### src/rtl/jbt_pkg.sv
// Shared types and codes for the journal block tracker.
`default_nettype none

package jbt_pkg;

	// Request command codes.
	typedef enum logic [1:0] {
		CMD_BEGIN       = 2'd0,
		CMD_WRITE       = 2'd1,
		CMD_END         = 2'd2,
		CMD_COMMIT_DONE = 2'd3
	} cmd_t;

	// Result status codes.
	typedef enum logic [3:0] {
		ST_BEGUN        = 4'd0,
		ST_WAIT_BUSY    = 4'd1,
		ST_WAIT_ROOM    = 4'd2,
		ST_NEW_SLOT     = 4'd3,
		ST_ABSORBED     = 4'd4,
		ST_FULL         = 4'd5,
		ST_NO_OP        = 4'd6,
		ST_ENDED        = 4'd7,
		ST_COMMIT_ENTRY = 4'd8,
		ST_CLEARED      = 4'd9
	} status_t;

	// Source of the slot number reported with a single result.
	typedef enum logic [1:0] {
		SLOT_ZERO  = 2'd0,
		SLOT_SCAN  = 2'd1,
		SLOT_COUNT = 2'd2
	} slot_sel_t;

	// Commands from the controller to the datapath.
	typedef struct packed {
		logic      idle;
		logic      res_load;
		status_t   res_status;
		slot_sel_t res_slot;
		logic      op_begin;
		logic      op_end;
		logic      set_busy;
		logic      clear_table;
		logic      scan_start;
		logic      scan_step;
		logic      append;
		logic      emit_start;
		logic      emit_step;
		logic      out_load;
	} jbt_ctl_t;

	// Status from the datapath to the controller.
	typedef struct packed {
		cmd_t cmd;
		logic req_valid;
		logic busy;
		logic room_ok;
		logic open_zero;
		logic open_last;
		logic full;
		logic count_zero;
		logic hit;
		logic scan_end;
		logic emit_last;
		logic can_load;
	} jbt_stat_t;

endpackage

`default_nettype wire

### src/rtl/jbt_req_if.sv
// Request channel of the journal block tracker.
`default_nettype none

interface jbt_req_if;
	logic        valid;
	logic        ready;
	logic [1:0]  command;
	logic [31:0] block_number;

	modport source(output valid, output command, output block_number, input ready);
	modport sink(input valid, input command, input block_number, output ready);
endinterface

`default_nettype wire

### src/rtl/jbt_rsp_if.sv
// Result channel of the journal block tracker.
`default_nettype none

interface jbt_rsp_if;
	logic        valid;
	logic        ready;
	logic [3:0]  status;
	logic [5:0]  slot_index;
	logic [31:0] logged_block;
	logic        last;

	modport source(output valid, output status, output slot_index, output logged_block,
		output last, input ready);
	modport sink(input valid, input status, input slot_index, input logged_block,
		input last, output ready);
endinterface

`default_nettype wire

### src/rtl/jbt_ram.sv
// Generic single-write, single-read RAM with registered read data.
`default_nettype none

module jbt_ram #(
	parameter int WIDTH = 32,
	parameter int DEPTH = 32
) (
	input  wire logic                     clk,
	input  wire logic                     we,
	input  wire logic [$clog2(DEPTH)-1:0] waddr,
	input  wire logic [WIDTH-1:0]         wdata,
	input  wire logic                     re,
	input  wire logic [$clog2(DEPTH)-1:0] raddr,
	output      logic [WIDTH-1:0]         rdata
);

	logic [WIDTH-1:0] mem_q [DEPTH];

	// Write port and registered read port; read data holds when not reading.
	always_ff @(posedge clk) begin
		if (we) begin
			mem_q[waddr] <= wdata;
		end
		if (re) begin
			rdata <= mem_q[raddr];
		end
	end

endmodule

`default_nettype wire

### src/rtl/jbt_ctrl.sv
// Controller state machine of the journal block tracker.
`default_nettype none

module jbt_ctrl (
	input  wire logic              clk,
	input  wire logic              arst_n,
	input  wire jbt_pkg::jbt_stat_t stat,
	output      jbt_pkg::jbt_ctl_t  ctl
);
	import jbt_pkg::*;

	typedef enum logic [2:0] {
		S_IDLE,
		S_EXEC,
		S_SCAN,
		S_FINISH,
		S_EMIT
	} state_t;

	state_t state_q;
	state_t state_d;

	// Next state and datapath commands.
	always_comb begin
		ctl = '0;
		ctl.res_status = ST_BEGUN;
		ctl.res_slot = SLOT_ZERO;
		state_d = state_q;
		unique case (state_q)
			S_IDLE: begin
				ctl.idle = 1'b1;
				if (stat.req_valid) begin
					state_d = S_EXEC;
				end
			end
			S_EXEC: begin
				state_d = S_FINISH;
				unique case (stat.cmd)
					CMD_BEGIN: begin
						ctl.res_load = 1'b1;
						priority if (stat.busy) begin
							ctl.res_status = ST_WAIT_BUSY;
						end else if (!stat.room_ok) begin
							ctl.res_status = ST_WAIT_ROOM;
						end else begin
							ctl.res_status = ST_BEGUN;
							ctl.op_begin = 1'b1;
						end
					end
					CMD_WRITE: begin
						priority if (stat.full) begin
							ctl.res_load = 1'b1;
							ctl.res_status = ST_FULL;
						end else if (stat.open_zero) begin
							ctl.res_load = 1'b1;
							ctl.res_status = ST_NO_OP;
						end else begin
							ctl.scan_start = 1'b1;
							state_d = S_SCAN;
						end
					end
					CMD_END: begin
						priority if (stat.open_zero) begin
							ctl.res_load = 1'b1;
							ctl.res_status = ST_NO_OP;
						end else if (stat.open_last && !stat.count_zero) begin
							ctl.op_end = 1'b1;
							ctl.set_busy = 1'b1;
							ctl.emit_start = 1'b1;
							state_d = S_EMIT;
						end else begin
							ctl.op_end = 1'b1;
							ctl.set_busy = stat.open_last;
							ctl.res_load = 1'b1;
							ctl.res_status = ST_ENDED;
						end
					end
					CMD_COMMIT_DONE: begin
						ctl.clear_table = 1'b1;
						ctl.res_load = 1'b1;
						ctl.res_status = ST_CLEARED;
					end
				endcase
			end
			S_SCAN: begin
				priority if (stat.hit) begin
					ctl.res_load = 1'b1;
					ctl.res_status = ST_ABSORBED;
					ctl.res_slot = SLOT_SCAN;
					state_d = S_FINISH;
				end else if (stat.scan_end) begin
					ctl.res_load = 1'b1;
					ctl.res_status = ST_NEW_SLOT;
					ctl.res_slot = SLOT_COUNT;
					ctl.append = 1'b1;
					state_d = S_FINISH;
				end else begin
					ctl.scan_step = 1'b1;
				end
			end
			S_FINISH: begin
				if (stat.can_load) begin
					ctl.out_load = 1'b1;
					state_d = S_IDLE;
				end
			end
			S_EMIT: begin
				if (stat.can_load) begin
					ctl.emit_step = 1'b1;
					if (stat.emit_last) begin
						state_d = S_IDLE;
					end
				end
			end
			default: begin
				state_d = S_IDLE;
			end
		endcase
	end

	// State register.
	always_ff @(posedge clk or negedge arst_n) begin
		if (!arst_n) begin
			state_q <= S_IDLE;
		end else begin
			state_q <= state_d;
		end
	end

endmodule

`default_nettype wire

### src/rtl/jbt_datapath.sv
// Datapath of the journal block tracker: counters, slot table and result register.
`default_nettype none

module jbt_datapath #(
	parameter int LOG_SLOTS  = 32,
	parameter int OP_RESERVE = 8,
	parameter int BLOCK_BITS = 32
) (
	input  wire logic               clk,
	input  wire logic               arst_n,
	jbt_req_if.sink                 req,
	jbt_rsp_if.source               rsp,
	input  wire logic               cfg_we,
	input  wire logic [6:0]         cfg_wdata,
	input  wire jbt_pkg::jbt_ctl_t  ctl,
	output      jbt_pkg::jbt_stat_t stat
);
	import jbt_pkg::*;

	localparam int IDX_W   = $clog2(LOG_SLOTS);
	localparam int CNT_W   = $clog2(LOG_SLOTS + 1);
	localparam int STORE_W = (BLOCK_BITS < 32) ? BLOCK_BITS : 32;
	localparam int ROOM_W  = $clog2(64 * OP_RESERVE + LOG_SLOTS + 1);

	// Latched request.
	logic [1:0]         cmd_q;
	logic [STORE_W-1:0] blk_q;

	// Journal state.
	logic [6:0]       lab_q;
	logic [CNT_W-1:0] entry_cnt_q;
	logic [5:0]       open_q;
	logic             busy_q;

	// Walk over the slot table.
	logic [CNT_W-1:0] idx_q;
	logic             pend_s1;
	logic [IDX_W-1:0] idx_s1;

	// Pending single result.
	status_t          res_status_q;
	logic [IDX_W-1:0] res_slot_q;
	logic             res_show_q;

	// Result register.
	logic        rsp_valid_q;
	logic [3:0]  rsp_status_q;
	logic [5:0]  rsp_slot_q;
	logic [31:0] rsp_blk_q;
	logic        rsp_last_q;

	// Slot table port signals.
	logic               ram_re;
	logic [IDX_W-1:0]   ram_raddr;
	logic [STORE_W-1:0] ram_rdata;

	logic              scan_more;
	logic              emit_last;
	logic              can_load;
	logic [ROOM_W-1:0] room_need;
	logic [IDX_W-1:0]  emit_slot;

	assign scan_more = idx_q < entry_cnt_q;
	assign emit_last = idx_q == entry_cnt_q;
	assign can_load  = !rsp_valid_q || rsp.ready;
	assign emit_slot = IDX_W'(idx_q - CNT_W'(1));
	assign room_need = ROOM_W'(entry_cnt_q)
		+ ROOM_W'({1'b0, open_q} + 7'd1) * ROOM_W'(OP_RESERVE);

	// Status toward the controller.
	always_comb begin
		stat.cmd        = cmd_t'(cmd_q);
		stat.req_valid  = req.valid;
		stat.busy       = busy_q;
		stat.room_ok    = (open_q != 6'd63) && (room_need <= ROOM_W'(LOG_SLOTS));
		stat.open_zero  = open_q == 6'd0;
		stat.open_last  = open_q == 6'd1;
		stat.full       = (entry_cnt_q == CNT_W'(LOG_SLOTS))
			|| (8'(entry_cnt_q) + 8'd1 >= {1'b0, lab_q});
		stat.count_zero = entry_cnt_q == '0;
		stat.hit        = pend_s1 && (ram_rdata == blk_q);
		stat.scan_end   = !pend_s1 && !scan_more;
		stat.emit_last  = emit_last;
		stat.can_load   = can_load;
	end

	assign req.ready = ctl.idle;

	// Read address selection for the slot table.
	always_comb begin
		ram_re = 1'b0;
		ram_raddr = idx_q[IDX_W-1:0];
		priority if (ctl.emit_start) begin
			ram_re = 1'b1;
			ram_raddr = '0;
		end else if (ctl.scan_step) begin
			ram_re = scan_more;
		end else if (ctl.emit_step) begin
			ram_re = !emit_last;
		end else begin
			ram_re = 1'b0;
		end
	end

	jbt_ram #(
		.WIDTH(STORE_W),
		.DEPTH(LOG_SLOTS)
	) u_slot_table (
		.clk  (clk),
		.we   (ctl.append),
		.waddr(entry_cnt_q[IDX_W-1:0]),
		.wdata(blk_q),
		.re   (ram_re),
		.raddr(ram_raddr),
		.rdata(ram_rdata)
	);

	// Control registers: counters, walk pointer and result valid.
	always_ff @(posedge clk or negedge arst_n) begin
		if (!arst_n) begin
			lab_q       <= 7'd33;
			entry_cnt_q <= '0;
			open_q      <= '0;
			busy_q      <= 1'b0;
			idx_q       <= '0;
			pend_s1     <= 1'b0;
			rsp_valid_q <= 1'b0;
		end else begin
			if (cfg_we) begin
				lab_q <= cfg_wdata;
			end
			if (ctl.clear_table) begin
				entry_cnt_q <= '0;
			end else if (ctl.append) begin
				entry_cnt_q <= entry_cnt_q + CNT_W'(1);
			end
			if (ctl.op_begin) begin
				open_q <= open_q + 6'd1;
			end else if (ctl.op_end) begin
				open_q <= open_q - 6'd1;
			end
			if (ctl.clear_table) begin
				busy_q <= 1'b0;
			end else if (ctl.set_busy) begin
				busy_q <= 1'b1;
			end
			priority if (ctl.scan_start) begin
				idx_q   <= '0;
				pend_s1 <= 1'b0;
			end else if (ctl.emit_start) begin
				idx_q <= CNT_W'(1);
			end else if (ctl.scan_step) begin
				pend_s1 <= scan_more;
				if (scan_more) begin
					idx_q <= idx_q + CNT_W'(1);
				end
			end else if (ctl.emit_step && !emit_last) begin
				idx_q <= idx_q + CNT_W'(1);
			end else begin
				idx_q <= idx_q;
			end
			if (ctl.out_load || ctl.emit_step) begin
				rsp_valid_q <= 1'b1;
			end else if (rsp.ready) begin
				rsp_valid_q <= 1'b0;
			end
		end
	end

	// Payload registers.
	always_ff @(posedge clk) begin
		if (ctl.idle && req.valid) begin
			cmd_q <= req.command;
			blk_q <= req.block_number[STORE_W-1:0];
		end
		if (ctl.scan_step) begin
			idx_s1 <= idx_q[IDX_W-1:0];
		end
		if (ctl.res_load) begin
			res_status_q <= ctl.res_status;
			unique case (ctl.res_slot)
				SLOT_SCAN: begin
					res_slot_q <= idx_s1;
					res_show_q <= 1'b1;
				end
				SLOT_COUNT: begin
					res_slot_q <= entry_cnt_q[IDX_W-1:0];
					res_show_q <= 1'b1;
				end
				default: begin
					res_slot_q <= '0;
					res_show_q <= 1'b0;
				end
			endcase
		end
		if (ctl.out_load) begin
			rsp_status_q <= res_status_q;
			rsp_slot_q   <= 6'(res_slot_q);
			rsp_blk_q    <= res_show_q ? 32'(blk_q) : 32'd0;
			rsp_last_q   <= 1'b1;
		end else if (ctl.emit_step) begin
			rsp_status_q <= ST_COMMIT_ENTRY;
			rsp_slot_q   <= 6'(emit_slot);
			rsp_blk_q    <= 32'(ram_rdata);
			rsp_last_q   <= emit_last;
		end
	end

	assign rsp.valid        = rsp_valid_q;
	assign rsp.status       = rsp_status_q;
	assign rsp.slot_index   = rsp_slot_q;
	assign rsp.logged_block = rsp_blk_q;
	assign rsp.last         = rsp_last_q;

	// The table never holds more than its depth.
	a_count_bound: assert property (@(posedge clk) disable iff (!arst_n)
		entry_cnt_q <= CNT_W'(LOG_SLOTS))
		else $error("entry count beyond table depth");

	// A new slot is only taken while one is free.
	a_append_room: assert property (@(posedge clk) disable iff (!arst_n)
		ctl.append |-> entry_cnt_q < CNT_W'(LOG_SLOTS))
		else $error("slot appended to a full table");

	// A result is never written over one that has not been taken.
	a_no_overwrite: assert property (@(posedge clk) disable iff (!arst_n)
		(ctl.out_load || ctl.emit_step) |-> can_load)
		else $error("result register overwritten");

	// Commit emission walks only over logged slots.
	a_emit_range: assert property (@(posedge clk) disable iff (!arst_n)
		ctl.emit_step |-> (idx_q != '0 && idx_q <= entry_cnt_q))
		else $error("commit emission outside logged slots");

endmodule

`default_nettype wire

### src/rtl/journal_block_tracker.sv
// Top level of the journal block tracker.
//
// Requests arrive on req (command, block_number) and results leave on rsp
// (status, slot_index, logged_block, last) with valid/ready handshakes.
// cfg_we with cfg_wdata sets the log area size in blocks; it is to be written
// by the user only while the block is idle, which the block does not enforce.
// Every request gives one result except an end that closes the last open
// operation with a non-empty table, which gives one commit entry per logged
// slot, in slot order, with last on the final one. Begin, end, commit done
// and rejected writes pass the execute and finish states before their result
// is registered. An accepted write walks the slot table through its single
// read port, one slot a cycle. Commit emission sends one entry per cycle
// while the receiver takes them. One request is worked on at a time;
// req.ready is high only while the controller waits for a request.
// A result sits in an output register, so a stalled receiver only holds the
// block when the next result is due. Reset empties the table, closes all
// operations, clears the commit flag and sets the log area size to 33.
`default_nettype none

module journal_block_tracker #(
	parameter int LOG_SLOTS  = 32,
	parameter int OP_RESERVE = 8,
	parameter int BLOCK_BITS = 32
) (
	input  wire logic       clk,
	input  wire logic       arst_n,
	jbt_req_if.sink         req,
	jbt_rsp_if.source       rsp,
	input  wire logic       cfg_we,
	input  wire logic [6:0] cfg_wdata
);
	import jbt_pkg::*;

	jbt_ctl_t  ctl;
	jbt_stat_t stat;

	// Sequencer.
	jbt_ctrl u_ctrl (
		.clk   (clk),
		.arst_n(arst_n),
		.stat  (stat),
		.ctl   (ctl)
	);

	// Counters, slot table and result register.
	jbt_datapath #(
		.LOG_SLOTS (LOG_SLOTS),
		.OP_RESERVE(OP_RESERVE),
		.BLOCK_BITS(BLOCK_BITS)
	) u_datapath (
		.clk      (clk),
		.arst_n   (arst_n),
		.req      (req),
		.rsp      (rsp),
		.cfg_we   (cfg_we),
		.cfg_wdata(cfg_wdata),
		.ctl      (ctl),
		.stat     (stat)
	);

endmodule

`default_nettype wire

### src/flat_wrapper.sv
// flat-port wrapper written by rule: the top's interface ports become plain ports
module journal_block_tracker_flat import jbt_pkg::*;
#(
	parameter int LOG_SLOTS  = 32,
	parameter int OP_RESERVE = 8,
	parameter int BLOCK_BITS = 32
)
  (clk, arst_n, cfg_we, cfg_wdata, req_valid, req_command, req_block_number, req_ready, rsp_valid, rsp_status, rsp_slot_index, rsp_logged_block, rsp_last, rsp_ready);
  jbt_req_if req_i ();
  jbt_rsp_if rsp_i ();
  input  wire logic clk;
  input  wire logic arst_n;
  input  wire logic cfg_we;
  input  wire logic [6:0] cfg_wdata;
  input wire logic [$bits(req_i.valid)-1:0] req_valid;
  input wire logic [$bits(req_i.command)-1:0] req_command;
  input wire logic [$bits(req_i.block_number)-1:0] req_block_number;
  output wire logic [$bits(req_i.ready)-1:0] req_ready;
  output wire logic [$bits(rsp_i.valid)-1:0] rsp_valid;
  output wire logic [$bits(rsp_i.status)-1:0] rsp_status;
  output wire logic [$bits(rsp_i.slot_index)-1:0] rsp_slot_index;
  output wire logic [$bits(rsp_i.logged_block)-1:0] rsp_logged_block;
  output wire logic [$bits(rsp_i.last)-1:0] rsp_last;
  input wire logic [$bits(rsp_i.ready)-1:0] rsp_ready;
  assign req_i.valid = req_valid;
  assign req_i.command = req_command;
  assign req_i.block_number = req_block_number;
  assign req_ready = req_i.ready;
  assign rsp_valid = rsp_i.valid;
  assign rsp_status = rsp_i.status;
  assign rsp_slot_index = rsp_i.slot_index;
  assign rsp_logged_block = rsp_i.logged_block;
  assign rsp_last = rsp_i.last;
  assign rsp_i.ready = rsp_ready;
  journal_block_tracker #(.LOG_SLOTS(LOG_SLOTS), .OP_RESERVE(OP_RESERVE), .BLOCK_BITS(BLOCK_BITS)) u_core (.clk(clk), .arst_n(arst_n), .req(req_i), .rsp(rsp_i), .cfg_we(cfg_we), .cfg_wdata(cfg_wdata));
endmodule
### config.mk
export PLATFORM = sky130hd
export DESIGN_NAME = journal_block_tracker_flat
export DESIGN_NICKNAME = d
export VERILOG_FILES = /design/src/rtl/jbt_pkg.sv /design/src/rtl/jbt_req_if.sv /design/src/rtl/jbt_rsp_if.sv /design/src/rtl/jbt_ram.sv /design/src/rtl/jbt_ctrl.sv /design/src/rtl/jbt_datapath.sv /design/src/rtl/journal_block_tracker.sv /design/src/flat_wrapper.sv
export SDC_FILE = /design/constraint.sdc
export NUM_CORES = 1
export LEC_CHECK = 0
export BUFFER_PORTS_ARGS = -buffer_cell sky130_fd_sc_hd__buf_2
export CAP_MARGIN = 25
export CORE_ASPECT_RATIO = 0.9
export CORE_MARGIN = 2
export CORE_UTILIZATION = 39
export DETAILED_ROUTE_END_ITERATION = 8
export SYNTH_ARGS = -nofsm -noshare
export SYNTH_HDL_FRONTEND = slang
export SYNTH_SLANG_ARGS = --single-unit
### constraint.sdc
create_clock -name clk -period 6.8 [get_ports clk]
set_input_delay 1.36 -clock clk [delete_from_list [all_inputs] [get_ports clk]]
set_output_delay 1.36 -clock clk [all_outputs]
set_load 0.01 [all_outputs]
**After elaboration in Yosys (flattened, before gate mapping)**

Memory sizes are Yosys's and may differ from the RTL's. A register that Yosys moved wholly into a read port is not among the register bits.
Index checks and enable logic that the tools add are counted.

- Bits in registers: 122
- Bits in latches: 0
- Bits in writable memories: 1,024
- Bits in read-only memories: 0
- Word-level logic and storage cells: 157
- Memories kept: 1

- Add/sub/neg operators: 8
- Multipliers: 0
- Divide/modulo/power cells: 0
- $lt $le $gt $ge: 3
- Eq/ne operators: 21
- Shifts and indexed selects: 0
- Muxes and demuxes: 77
- Bitwise operators: 0
- Reduce and logical (&&, ||, !) cells: 29

Memory list:

| name | depth | bits a word | rd ports | clocked after memory_dff | write ports | line | RTL |
|---|---|---|---|---|---|---|---|
| u_core.u_datapath.u_slot_table.mem_q | 32 | 32 | 1 | 1 | 1 | jbt_ram.sv:17 | `logic [WIDTH-1:0] mem_q [DEPTH];` |

Operators by type and width:

| operator | number |
|---|---|
| 32-bit 2-to-1 mux | 3 |
| 6-bit 2-to-1 mux | 9 |
| 5-bit 2-to-1 mux | 8 |
| 32-bit equality test | 1 |
| 1-bit 2-to-1 mux | 32 |
| 3-bit 2-to-1 mux | 9 |
| 5-bit case mux with 2 select lines | 2 |
| 5-bit case mux with 4 select lines | 1 |
| 6-bit by 1-bit adder with 6-bit output (second input constant) | 3 |
| 3-bit case mux with 5 select lines | 1 |
| 6-bit by 1-bit adder with 7-bit output (second input constant) | 2 |
| 7-bit 2-to-1 mux | 2 |
| 6-bit logical NOT | 2 |
| 2-bit 2-to-1 mux | 6 |
| 4-bit 2-to-1 mux | 3 |
| 2-bit nonzero test | 6 |
| 6-bit by 10-bit adder with 10-bit output | 1 |
| 10-bit by 6-bit <= comparator with 1-bit output (second input constant) | 1 |
| 2-bit != test (second input constant) | 4 |
| 7-bit >= comparator | 1 |
| 2-bit equality test (second input constant) | 3 |
| 3-bit by 2-bit equality test with 1-bit output (second input constant) | 2 |
| 6-bit by 1-bit equality test with 1-bit output (second input constant) | 1 |
| 6-bit equality test | 1 |
| other kinds (21) | 34 |

**Depth between registers and ports, before layout**

Gate-level depths: netlist of the first run.

- Depth in word-level cells: 10
- Depth in mapped cells: 12
- Gate-level depth less buffers: 11

**By module**

Synthesis of the first run repeated with hierarchy kept, for this count alone.

- Cell total of the unflattened synthesis: 2,840
- Area, all modules: 47,166.5 µm²

Modules (own cells, without submodules):

| module | instances | cells each | area an instance (µm²) | seq. area each (µm²) |
|---|---|---|---|---|
| jbt_ram | 1 | 2,260 | 40,812.9 | 31,710.4 |
| jbt_datapath | 1 | 510 | 5,778.0 | 3,425.8 |
| jbt_ctrl | 1 | 70 | 575.6 | 75.1 |

**Worst setup path before layout of the first run**

Ideal clock, no wire load.

- Path type: flip-flop to flip-flop
- Start: register u_core.u_datapath.entry_cnt_q[2]
- End: memory u_core.u_datapath.u_slot_table.mem_q[15][0], enable pin
- Setup time: 423 ps
- Arrival: 3,904 ps
- Data required time: 6,377 ps
- Slack: 2,474 ps
- Stages on the path, launching flop included: 10
- Cells stage by stage: dfrtp_1 -> clkbuf_1 -> clkinv_1 -> ha_1 -> o21ai_0 -> a21oi_1 -> o22ai_1 -> nor3_1 -> nand2_1 -> nor2_1

- Word-level cells in the longest chain between the ends: 8

RTL lines:

| item | line | RTL |
|---|---|---|
| start: declaration | jbt_datapath.sv:31 | `logic [CNT_W-1:0] entry_cnt_q;` |
| start signal: assignment | jbt_datapath.sv:135 | `entry_cnt_q <= entry_cnt_q + CNT_W'(1);` |
| 6-bit less-than comparator | jbt_datapath.sv:63 | `assign scan_more = idx_q < entry_cnt_q;` |
| 1-bit logical NOT | jbt_datapath.sv:82 | `stat.scan_end = !pend_s1 && !scan_more;` |
| 1-bit logical AND | jbt_datapath.sv:82 |  |
| 1-bit 2-to-1 mux | jbt_ctrl.sv:91 | `end else if (stat.scan_end) begin` |
| 2-bit 2-to-1 mux | jbt_ctrl.sv:86 | `priority if (stat.hit) begin` |
| 2-bit 2-to-1 mux | jbt_ctrl.sv:29 | `unique case (state_q)` |
| 1-bit 2-to-1 mux | jbt_ram.sv:21 | `if (we) begin` |
| 1-bit 2-to-1 mux (not written as such) | jbt_ram.sv:22 | `mem_q[waddr] <= wdata;` |
| end: declaration | jbt_ram.sv:17 |  |

Parallel ways exist; a longest one is shown, timed or not.

**Worst setup path after layout of the first run**

- Start: register u_core.u_datapath.idx_q[0]
- End: memory u_core.u_datapath.u_slot_table.mem_q[10][5], enable pin

- Word-level cells in the longest chain between the ends: 8

RTL lines:

| item | line | RTL |
|---|---|---|
| start: declaration | jbt_datapath.sv:36 | `logic [CNT_W-1:0] idx_q;` |
| start signal: assignment | jbt_datapath.sv:155 | `idx_q <= idx_q + CNT_W'(1);` |
| start signal: assignment | jbt_datapath.sv:158 | `idx_q <= idx_q + CNT_W'(1);` |
| start signal: assignment | jbt_datapath.sv:160 | `idx_q <= idx_q;` |
| 6-bit less-than comparator | jbt_datapath.sv:63 |  |
| 1-bit logical NOT | jbt_datapath.sv:82 |  |
| 1-bit logical AND | jbt_datapath.sv:82 |  |
| 1-bit 2-to-1 mux | jbt_ctrl.sv:91 |  |
| 2-bit 2-to-1 mux | jbt_ctrl.sv:86 |  |
| 2-bit 2-to-1 mux | jbt_ctrl.sv:29 |  |
| 1-bit 2-to-1 mux | jbt_ram.sv:21 |  |
| 1-bit 2-to-1 mux (not written as such) | jbt_ram.sv:22 |  |

No other way between the ends.

==> metrics.yaml, run 1 <==
outcome: "finished clean"
synth-edff-count: 1146
clkSinkCount: 1178
reg2reg_from: "u_core.u_datapath.idx_q[0]"
synthDistinctLibCells: 61
numCtsBuffers: 109
gp_congestion: 0.8805
clock_latency_ps: 690
pwr-share-clk_pct: 27.5
syn_area_um2: 46650
routed_wl_mm: 127.4
cp_common_cell: "buf_4"
nets: 2914
swShare_pct: 34.33
antenna_found_initial: 9
worstPathRequired_ps: 7180
stdcell_count: 4515
hp-start: "u_core.u_datapath.idx_q[5]"
cts_buffer_depth: 3
final_cell_mix: "edfxtp_1 (1146), nand2_1 (264), a21oi_1 (141)"
vias: 26230
crit_fanout: 39
root_buffer: "clkbuf_16"
synth_area_per_cell_um2: 17.25
track_usage_pct: 20.43
hold_viol: 0
dp.cells: 4303
maxCapViolations: 0
holdPathEnd: "u_core.u_datapath.idx_q[5]"
p_switching_mw: 7.767
numPortBuffers: 89
dr.pass1.iters: 8
path_clk_slew_ps: 60
peakVddDrop_uv: 302.5
cts_tree: "done"
detail-route-antenna-nets: 0
yosysSeqAreaShare_pct: 75.48
antenna-diode-count: 0
ys.flop_type: "edfxtp_1"
tightest_slew_ps: 1024
initial_core_util_pct: 39.28
rows: 120
p_comb_share_pct: 30.9
crit_slowest_cell: "nor2_4"
max_stage_delay_ps: 970
grt_pass1_wl_mm: 182.6
grt_max_degree: 125
wl_per_cell_um: 28.21
cp_top_family: "simple AND/OR/NAND/NOR gates"
cts_setup_buffers: 0
tns_ps: 0
io_pins: 91
slew_headroom_pct: 31.56
hold_depth: 1
arrival_ps: 5550
synth_seq_cells: 1178
dieArea_um2: 122400
post-dp-hpwl_mm: 80.47
setup_viol: 0
r2r_cells: 10
cts_hold_buf: 0
seqPwrFrac_pct: 41.6
yosys.area.top_type: "edfxtp_1"
r2r_slack_ps: 1630
vias_per_cell: 5.808
worstSetupPathType: "reg2reg"
r2r_end: "u_core.u_datapath.u_slot_table.mem_q[10][5]"
ys.warnings.count: 0
fill_cells: 10070
critPathLaunchType: "flop"
grt_pass1_vias: 25220
max_freq_ghz: 0.1935
p_int_mw: 14.86
p_leak_nw: 17.23
dieHeight_um: 332.1
hold_path_class: "reg2reg"
grt-ovfl-total: 0
end_kind: "flop"
htreeDepth: 3
core_um2: 118800
drc: 0
synth.area.top_cells: "edfxtp_1 (74%), mux4_2 (6.2%), mux2_2 (3.1%)"
postCtsResizedCells: 0
post-route-min-period_ps: 5167
first_iter_violations: 3699
totalPowerFinal_mw: 22.63
synth_nets: 2781
finalHoldWorstSlack_ps: 502.6
power_density_nw_per_um2: 422.8
clock_skew_ps: 40.85
synthArstFlopShare_pct: 2.632
cp_num_buf_inv: 3
final_common_cell: "edfxtp_1"
min_period_over_period_pct: 75.98
die_x_um: 368.6
synth_top_area_share_pct: 73.77
path_cells: "inv_1 > ha_1 > nand2b_1 > a21oi_1 > o22ai_1 > nor3_1 > buf_4 > nand2_1 > nor2_4 > buf_4"
syn2layout_area_growth_pct: 14.72
netlist_instances: 2704
drive_gt1_share_pct: 22.33
maxSlewViolCount: 0
rsz0062_at_grt: "no"
sequential cells by signal, indices dropped and copies added, names as in the netlist, 6 cells and up:
| signal | flops |
|---|---|
| u_core.u_datapath.idx_q | 6 |
| u_core.u_datapath.lab_q | 7 |
| u_core.u_datapath.blk_q | 32 |
| u_core.u_datapath.open_q | 6 |
| u_core.u_datapath.u_slot_table.mem_q | 1024 |
| u_core.u_datapath.u_slot_table.rdata | 32 |
| u_core.u_datapath.rsp.logged_block | 32 |
| u_core.u_datapath.entry_cnt_q | 6 |
worst max path at each step:
| stage | start | endpoint | slack, ps | cells after the start |
|---|---|---|---|---|
| finish | u_core.u_datapath.idx_q[0] | u_core.u_datapath.u_slot_table.mem_q[10][5] | 1630 | 10 |
| global route | u_core.u_datapath.idx_q[0] | u_core.u_datapath.u_slot_table.mem_q[15][16] | 1560 | 10 |
| CTS | u_core.u_datapath.idx_q[0] | u_core.u_datapath.u_slot_table.mem_q[15][16] | 1710 | 10 |
| detailed placement | u_core.u_datapath.idx_q[0] | u_core.u_datapath.u_slot_table.mem_q[15][30] | 1760 | 10 |
| global placement | u_core.u_datapath.idx_q[0] | u_core.u_datapath.u_slot_table.mem_q[7][28] | 1880 | 9 |
| floorplan | u_core.u_datapath.entry_cnt_q[2] | u_core.u_datapath.u_slot_table.mem_q[15][0] | 2470 | 9 |
area by class of cell:
type                    instances  area [µm²]  share of cell area, %
inverters                      63       236.5                 0.4419
multi-input cells            1304       10850                  20.27
clock inverters                64       683.2                  1.276
flip-flops and latches       1178       35220                  65.82
clock buffers                 139        2933                  5.480
repair buffers                181        1609                  3.006
well taps                    1586        1984                  3.708
power by group through the flow:
| stage | Clock [mW] | Sequential [mW] | Combinational, mW |
|---|---|---|---|
| floorplan | 0 | 9.36 | 4.19 |
| global placement | 0 | 9.53 | 6.77 |
| detailed placement | 0 | 9.55 | 6.87 |
| CTS | 6.28 | 9.39 | 6.88 |
| global route | 6.55 | 9.44 | 7.42 |
| finish | 6.22 | 9.41 | 7.00 |
synth_stat cells, types with 32 or more instances:
cell type,n
edfxtp_1,1146
or3_1,35
o22ai_1,36
a21oi_1,141
a221oi_1,64
a221o_1,32
inv_1,62
a222oi_1,32
mux2_2,129
nor2_1,90
clkbuf_1,113
o21a_1,36
xnor2_1,36
o21ai_0,113
mux4_2,128
nand2_1,264
worst reg2reg max path: stages (launching register included):
cell,delay (ps)
dfrtp_4,840
inv_1,360
ha_1,270
nand2b_1,160
a21oi_1,150
o22ai_1,170
nor3_1,680
buf_4,270
nand2_1,580
nor2_4,980
buf_4,390
per-stage QoR:
step           cell area [µm²]  utilization [%]  setup slack, ps
3_5_place_dp             49700            41.85             1761
6_report                 53520            45.06             1633
3_3_place_gp             49300            41.52             1882
4_1_cts                  53320            44.89             1713
2_1_floorplan            46650                -             2474
5_1_grt                  53520            45.06             1558
cells by family after synthesis:
logic type / count (synthesis) / share of synthesized area [%]
DFF: 1178 / 75.48
AOI/OAI and AO/OA: 487 / 6.984
and+or+nand+nor: 478 / 4.509
muxes: 265 / 9.465
buffers and inverters: 222 / 1.918
xor gates and xnor gates: 42 / 0.7885
adders and majority gates: 31 / 0.8476
other: 1 / 0.008039
metal layers:
metal  GRT usage [%]  vias up  wire length, µm
li1                -    10980                -
met1           30.87    13580            54470
met2           30.10     1512            56260
met3           4.491      153            13880
met4           4.820        2             2775
met5               0        -               12
No activity file was read; power rests on OpenSTA's default activity.
==> run 2: changes to the inputs <==
Settings changed: ABC_AREA from default to 1.
Clock period 6.8 ns to 4.4 ns, I/O delays scaled along.
==> metrics.yaml, run 2 <==
antenna_found_initial: 7  # was 9
antenna-diode-count: 0  # unchanged
rsz0062_at_grt: "no"  # unchanged
final_cell_area_um2: 58340  # was 53520 µm²
yosysSeqAreaShare_pct: 68.36  # was 75.48%
ys.flop_type: "edfxtp_1"  # unchanged
synthArstFlopShare_pct: 2.632  # unchanged
grt_pass1_vias: 32960  # was 25220
stdcell_count: 6484  # was 4515
setup_viol: 0  # unchanged
drive_gt1_share_pct: 14.17  # was 22.33%
fill_cells: 12100  # was 10070
clock_skew_ps: 48.53  # was 40.85 ps
numPortBuffers: 89  # unchanged
p_leak_nw: 22.72  # was 17.23 nW
ys.warnings.count: 0  # unchanged
die_x_um: 387.1  # was 368.6 µm
clock_latency_ps: 750  # was 690 ps
maxSlewViolCount: 0  # unchanged
vias: 35400  # was 26230
hold_path_class: "in2async"  # was reg2reg
crit_fanout: 33  # was 39
hold_viol: 0  # unchanged
routed_wl_mm: 159.9  # was 127.4 mm
initial_core_util_pct: 39.27  # was 39.28%
worstPathRequired_ps: 4910  # was 7180 ps
cts_hold_buf: 0  # unchanged
dpl_cell_area_um2: 54750  # was 49700 µm²
drc: 0  # unchanged
rows: 126  # was 120
top_register: "u_core.u_datapath.u_slot_table.mem_q"  # unchanged
syn2layout_area_growth_pct: 13.27  # was 14.72%
wl_per_cell_um: 24.67  # was 28.21 µm
cts_buffer_depth: 3  # unchanged
end_kind: "flop"  # unchanged
synthDistinctLibCells: 45  # was 61
power_density_nw_per_um2: 618.8  # was 422.8 nW/µm²
htreeDepth: 3  # unchanged
core_um2: 131200  # was 118800 µm²
yosysMostFrequentCell: "edfxtp_1"  # unchanged
critPathLaunchType: "flop"  # unchanged
vias_per_cell: 5.459  # was 5.808
io_pins: 91  # unchanged
yosys-top-cells-count: "edfxtp_1 (1146), nand3_1 (859), nand2_1 (792)"  # was edfxtp_1 (1146), nand2_1 (264), a21oi_1 (141)
dieArea_um2: 135000  # was 122400 µm²
syn_area_um2: 51510  # was 46650 µm²
tightest_slew_ps: 1307  # was 1024 ps
yosys.area.top_type: "edfxtp_1"  # unchanged
grt_pass1_wl_mm: 232.7  # was 182.6 mm
first_iter_violations: 4543  # was 3699
cts_setup_buffers: 0  # unchanged
synth_top_area_share_pct: 66.81  # was 73.77%
gp_congestion: 0.9084  # was 0.8805
grt_max_degree: 195  # was 125
cts_tree: "done"  # unchanged
outcome: "finished clean"  # unchanged
min_period_over_period_pct: 80.98  # was 75.98%
synth.area.top_cells: "edfxtp_1 (67%), nand3_1 (8.3%), nand2_1 (5.8%)"  # was edfxtp_1 (74%), mux4_2 (6.2%), mux2_2 (3.1%)
nets: 4737  # was 2914
dp.cells: 6267  # was 4303
synth_nets: 4630  # was 2781
post-route-min-period_ps: 3563  # was 5167 ps
tns_ps: 0  # unchanged
track_usage_pct: 23.41  # was 20.43%
maxCapViolations: 0  # unchanged
final_common_cell: "edfxtp_1"  # unchanged
post-dp-hpwl_mm: 90.87  # was 80.47 mm
postCtsResizedCells: 0  # unchanged
path_clk_slew_ps: 70  # was 60 ps
synth-edff-count: 1146  # unchanged
totalPowerFinal_mw: 36.10  # was 22.63 mW
dr.pass1.iters: 7  # was 8
slew_headroom_pct: 11.93  # was 31.56%
synth_seq_cells: 1178  # unchanged
arrival_ps: 4070  # was 5550 ps
netlist_instances: 4553  # was 2704
dieHeight_um: 348.8  # was 332.1 µm
grt-ovfl-total: 0  # unchanged
numCtsBuffers: 117  # was 109
synth_area_per_cell_um2: 11.31  # was 17.25 µm²
detail-route-antenna-nets: 0  # unchanged
peakVddDrop_uv: 442.2  # was 302.5 µV
final_cell_mix: "edfxtp_1 (1146), nand3_1 (858), nand2_1 (790)"  # was edfxtp_1 (1146), nand2_1 (264), a21oi_1 (141)
max_freq_ghz: 0.2807  # was 0.1935 GHz
largest_reg_flops: 1024  # unchanged
clkSinkCount: 1178  # unchanged
worstSetupPathType: "reg2reg"  # unchanged
multi_input_area_um2: 12730  # was 10850 µm²
fin_util_pct: 44.48  # was 45.06%
root_buffer: "clkbuf_16"  # unchanged
seq_area_um2: 35220  # about the same
==> run 2: cell types whose count changed after synthesis, sizes merged, moves of 44 or more <==
cell,before,now
mux2,129,1
nand2,264,794
buf,46,159
a221oi,64,0
o2111ai,1,192
nand3,20,861
or2,4,196
mux4,128,0
o21ai,118,74
inv,62,664
a21oi,141,9
nor2,90,212
==> run 2: kinds of logic after synthesis <==
kind of cell    count (synthesis)  synth area share (%)
other cells                     1              0.007281
simple gates                 2090                 18.62
mux                             1               0.02186
flops                        1178                 68.36
buf+inv                       938                 7.509
fa+ha+maj                      31                0.7676
xor+xnor                       31                0.5271
compound gates                283                 4.188
==> run 2: layout make-up <==
cell class	instances	share of cell area (%)
well taps	1728	3.706
flip-flops and latches	1178	60.37
clock inverters	62	0.7142
clock buffers	153	5.375
repair buffers	261	3.697
multi-input cells	2437	21.82
inverters	665	4.315
==> run 2: worst paths after layout <==
path	startpoint	endpoint	slack, ps	cells after the start
max	u_core.u_datapath.entry_cnt_q[0]	u_core.u_datapath.u_slot_table.rdata[20]	840	15
min	arst_n	u_core.u_datapath.entry_cnt_q[0]	240	1
max reg2reg	u_core.u_datapath.entry_cnt_q[0]	u_core.u_datapath.u_slot_table.rdata[20]	840	15
min reg2reg	u_core.u_datapath.lab_q[5]	u_core.u_datapath.lab_q[5]	510	2
max in group asynchronous	arst_n	u_core.u_datapath.idx_q[0]	3590	1
min in group clk	req_block_number[24]	u_core.u_datapath.blk_q[24]	300	1
==> run 2: routing by layer <==
layer	GRT usage [%]	wire length [µm]	part of all wire [%]
met2	33.74	67760	42
met4	5.859	3632	2.3
met3	6.440	19150	12
met5	0	13	0.0081
met1	34.78	69390	43
==> run 2: per-stage QoR <==
step / hold slack [ps] / setup WS, ps
floorplan: 447.8 / 32.14
global placement: 472.3 / 978.6
detailed placement: 506.1 / 912.9
CTS: 238.1 / 925.0
global route: 275.1 / 693.5
finish: 235.6 / 837.1
==> run 2: power by group <==
group / switching [mW] / internal (mW) / leakage [nW]
Sequential: 0.570 / 13.7 / 10.7
Clock: 4.31 / 5.22 / 1.73
Combinational: 8.79 / 3.50 / 10.3
==> run 2: worst max-delay path: stages, from the launching register on <==
cell and delay (ps):
dfrtp_1 470, inv_1 160, ha_1 220, inv_1 60, nor2_2 130, nand3_1 140, nand2_4 150, nor2_8 90
nor2_4 160, buf_4 560, buf_4 620, nand3_1 140, nand3_1 130, nand2_1 90, nand2_1 120, nand2_1 70
